==> src/rtl/cbvu_ram.sv <==
// Generic single-write, single-read RAM with registered read data.
// Used for the coefficient store and the row buffer; no dependencies.
module cbvu_ram #(
   parameter int unsigned WIDTH  = 64,
   parameter int unsigned DEPTH  = 16,
   parameter int unsigned ADDR_W = (DEPTH > 1) ? $clog2(DEPTH) : 1
) (
   input  logic              clock,
   input  logic              wr_en,
   input  logic [ADDR_W-1:0] wr_addr,
   input  logic [WIDTH-1:0]  wr_data,
   input  logic              rd_en,
   input  logic [ADDR_W-1:0] rd_addr,
   output logic [WIDTH-1:0]  rd_data
);

   logic [WIDTH-1:0] mem_ff [DEPTH];
   logic [WIDTH-1:0] rd_data_ff;

   always_ff @(posedge clock) begin
      if (wr_en) begin
         mem_ff[wr_addr] <= wr_data;
      end
      if (rd_en) begin
         rd_data_ff <= mem_ff[rd_addr];
      end
   end

   assign rd_data = rd_data_ff;

endmodule

==> config.mk <==
export PLATFORM = sky130hd
export DESIGN_NAME = cbvu_ram
export DESIGN_NICKNAME = d
export VERILOG_FILES = /design/src/rtl/cbvu_ram.sv
export SDC_FILE = /design/constraint.sdc
export NUM_CORES = 1
export LEC_CHECK = 0
export BUFFER_PORTS_ARGS = -buffer_cell sky130_fd_sc_hd__buf_2
export CORE_ASPECT_RATIO = 1.1
export CORE_MARGIN = 4
export CORE_UTILIZATION = 61
export DETAILED_ROUTE_END_ITERATION = 7
export GPL_ROUTABILITY_DRIVEN = 1
export GPL_TIMING_DRIVEN = 1
export PLACE_DENSITY = 0.79
export SLEW_MARGIN = 20
export SYNTH_ARGS = -nofsm -noshare
export SYNTH_HDL_FRONTEND = slang
export SYNTH_SLANG_ARGS = --single-unit
==> constraint.sdc <==
create_clock -name clock -period 7.6 [get_ports clock]
set_input_delay 1.52 -clock clock [delete_from_list [all_inputs] [get_ports clock]]
set_output_delay 1.52 -clock clock [all_outputs]
set_load 0.01 [all_outputs]
==> results.json <==
{
  "post_cts.resized_instances": 0,
  "grt_busiest_layer": "met2",
  "first_global_vias": 20000,
  "detail_route.first_pass.iterations": 7,
  "synth-compound-area-share_pct": 2.39,
  "clock_skew_ns": 0.0163,
  "max-vdd-ir-drop_mv": 0.186,
  "power_mw": 12.3,
  "global_route_wire_length_before_repair_mm": 138,
  "main_combinational_cell_family_by_area_after_synthesis": "multiplexers",
  "max_slew.worst_pin.slew_ns": 1.13,
  "yosys-top-cells-area": "edfxtp_1, mux4_2, a22oi_1",
  "critPathKind": "input port to flip-flop",
  "gp_congestion": 0.728,
  "most_instantiated_library_cell_after_synthesis": "edfxtp_1",
  "synthFlopType": "edfxtp_1",
  "syn_nets": 1722,
  "placedCellCount": 2589,
  "track_usage_pct": 27.4,
  "timing.hold.worst.class": "flip-flop to flip-flop",
  "synthesis.instances": 1647,
  "worst_slew_margin_rel_pct": 24.8,
  "worstSetupEndpointType": "flip-flop",
  "total_number_of_vias": 19100,
  "clk_path_buf_depth": 3,
  "netlist-cell-type-count": 17,
  "clock_tree.root_cell": "clkbuf_16",
  "cts_tree": "built",
  "netlist_area_um2": 40200,
  "p_int_mw": 9.79,
  "top_cells_by_instance_count_after_synthesis": "edfxtp_1, mux4_2, a22oi_1, nand2_1, clkbuf_1",
  "setup_ws_ns": 3.95,
  "hold_buffers": 0,
  "async_reset_ff_share_pct": 0,
  "dieHeight_um": 277,
  "numCtsBuffers": 97,
  "layout.core_utilization_pct": 69.4,
  "area_overhead_vs_synth_pct": 12.4,
  "global_route_track_usage_on_met3_pct": 5.45,
  "worst_ep_required_time_ns": 7.97,
  "hpwl_mm": 41.7,
  "htreeDepth": 3,
  "critical_path_start": "rd_addr[0]",
  "power_frac_comb_pct": 4.7,
  "cp-start-kind": "input port",
  "fp.coreArea_um2": 65100,
  "num_rows": 98,
  "io_pins": 139,
  "total_switching_power_mw": 2.51,
  "number_of_maximum_capacitance_violations": 0,
  "post_synth_mux_area_share_pct": 14.3,
  "timing.critical_path.slowest_cell_delay_ns": 0.67,
  "timing.critical_path.slowest_stage_cell": "buf_4",
  "detail-route-antenna-nets": 0,
  "final_max_slew_viol_count": 0,
  "p_sw_share_pct": 20.4,
  "post-route-drc-count": 0,
  "clkSlewWorstSetupHoldPaths_ns": 0.06,
  "wl_per_cell_um": 34.2,
  "unrepaired_setup_endpoints_after_global_routing": "false",
  "outcome": "completed",
  "cts_num_sinks": 1088,
  "filler_free_cell_count_of_the_finished_design": 2776,
  "clk_latency_ns": 0.64,
  "timing.final.crit_share_pct": 48.0,
  "yosysWarnings": 0,
  "routed_wirelength_mm": 94.9,
  "synth-xor-area-share_pct": 0,
  "grt.met1_usage_pct": 39.2,
  "synth_top_area_cell": "edfxtp_1",
  "dpl_cell_area_um2": 42000,
  "layout-drive-gt1-share_pct": 30.8,
  "synth-adder-area-share_pct": 0,
  "buffer_ports.inserted": 138,
  "synth.ff_latch_count": 1088,
  "post-cts-setup-buffers": 0,
  "time_the_worst_path_needs_with_i_o_delays_and_setup_ns": 3.65,
  "die_w_um": 253,
  "design.final.nets": 1914,
  "dieArea_um2": 70100,
  "timing.hold.ws_ns": 0.741,
  "p_clk_share_pct": 39.9,
  "antenna_found_initial": 12,
  "synth_enable_flop_cells": 1088,
  "syn_area_per_cell_um2": 24.4,
  "initial_utilization_pct": 61.8,
  "post-route-cell-area_um2": 45200,
  "grt_overflow_total": 0,
  "worstReg2RegStart": "mem_ff[10][7]",
  "tns_ns": 0,
  "final-hold-violation-count": 0,
  "worst-endpoint-arrival_ns": 4.03,
  "yosys.area_share.simple_pct": 0.927,
  "critical_path.max_fanout": 52,
  "grt_start_max_net_pins": 99,
  "synth_sequential_area_ratio_pct": 81.2,
  "vias_per_cell": 6.88,
  "setup-violations-final": 0,
  "synth_largest_type_area_fraction_pct": 81.2,
  "power.static_leakage_nw": 14.4,
  "groute.layer.met2.usage_pct": 44.3,
  "share_of_total_power_in_sequential_cells_pct": 55.4,
  "dp_slack_ns": 3.22,
  "worstPathCellList": "buf_8 > buf_16 > buf_4 > mux4_2 > a22oi_1 > nand2_1",
  "drt-initial-drc-count": 2877,
  "timing.fmax_mhz": 274,
  "power.density_cell_area_nw_per_um2": 272,
  "holdCritStartpoint": "mem_ff[15][52]"
}
==> placed cells by master, fill, tap and decap left out, types with 3 or more instances in the layout <==
| cell | instances |
|---|---|
| clkinv_1 | 20 |
| clkinv_2 | 18 |
| nor3_2 | 4 |
| nand2_1 | 65 |
| diode_2 | 8 |
| a22oi_1 | 128 |
| bufinv_16 | 11 |
| mux4_2 | 256 |
| clkbuf_16 | 101 |
| edfxtp_1 | 1088 |
| inv_6 | 3 |
| clkbuf_1 | 21 |
| nor2_4 | 13 |
| buf_4 | 37 |
| buf_2 | 135 |
==> worst max-delay path: cells and delay by family <==
| kind | cells | cell delay (ns) |
|---|---|---|
| buf+inv | 3 | 1.38 |
| mux | 1 | 0.62 |
| compound gates | 1 | 0.28 |
| simple gates | 1 | 0.09 |
==> worst paths after layout <==
kind,endpoint,slack [ns],cells past startpoint
min,rd_data[52],0.74,3
min reg2reg,rd_data[52],0.74,3
max reg2reg,rd_data[7],5.99,3
max,rd_data[8],3.95,6
==> metal layers <==
metal  up-vias  part of all wire [%]  routed length, µm
met5         -                 0.028                 27
met4         4                   2.5               2420
met1     10000                    36              33900
met2      1384                    51              48300
li1       7506                     -                  -
met3       175                    11              10200
==> power groups by stage <==
stage,clock network [mW],logic (mW),registers (mW)
final,4.91,0.580,6.81
after global routing,5.24,0.619,6.82
after CTS,4.95,0.579,6.81
after detailed placement,0,0.567,6.93
after global placement,0,0.550,6.92
after floorplan,0,0.320,6.93
==> kinds of logic (layout without fill, tap and decap cells) <==
kind of cell / after synthesis / count (layout)
and+or+nand+nor: 91 / 91
buffers and inverters: 84 / 355
AOI/OAI and AO/OA: 128 / 128
muxes: 256 / 256
other: 0 / 8
DFF: 1088 / 1088
==> sequential cells by signal (all words and copies together) (netlist names) <==
| name | count |
|---|---|
| mem_ff | 1024 |
| rd_data | 64 |
==> final cells by class <==
cell class,count,area (µm²)
tap,850,1060
clock buffer,122,2610
multi-input combinational,475,7230
timing repair buffer,177,1050
fill,3614,19900
antenna,8,20.0
clock inverter,56,554
sequential,1088,32700
Power figures use the tool's default switching activity.
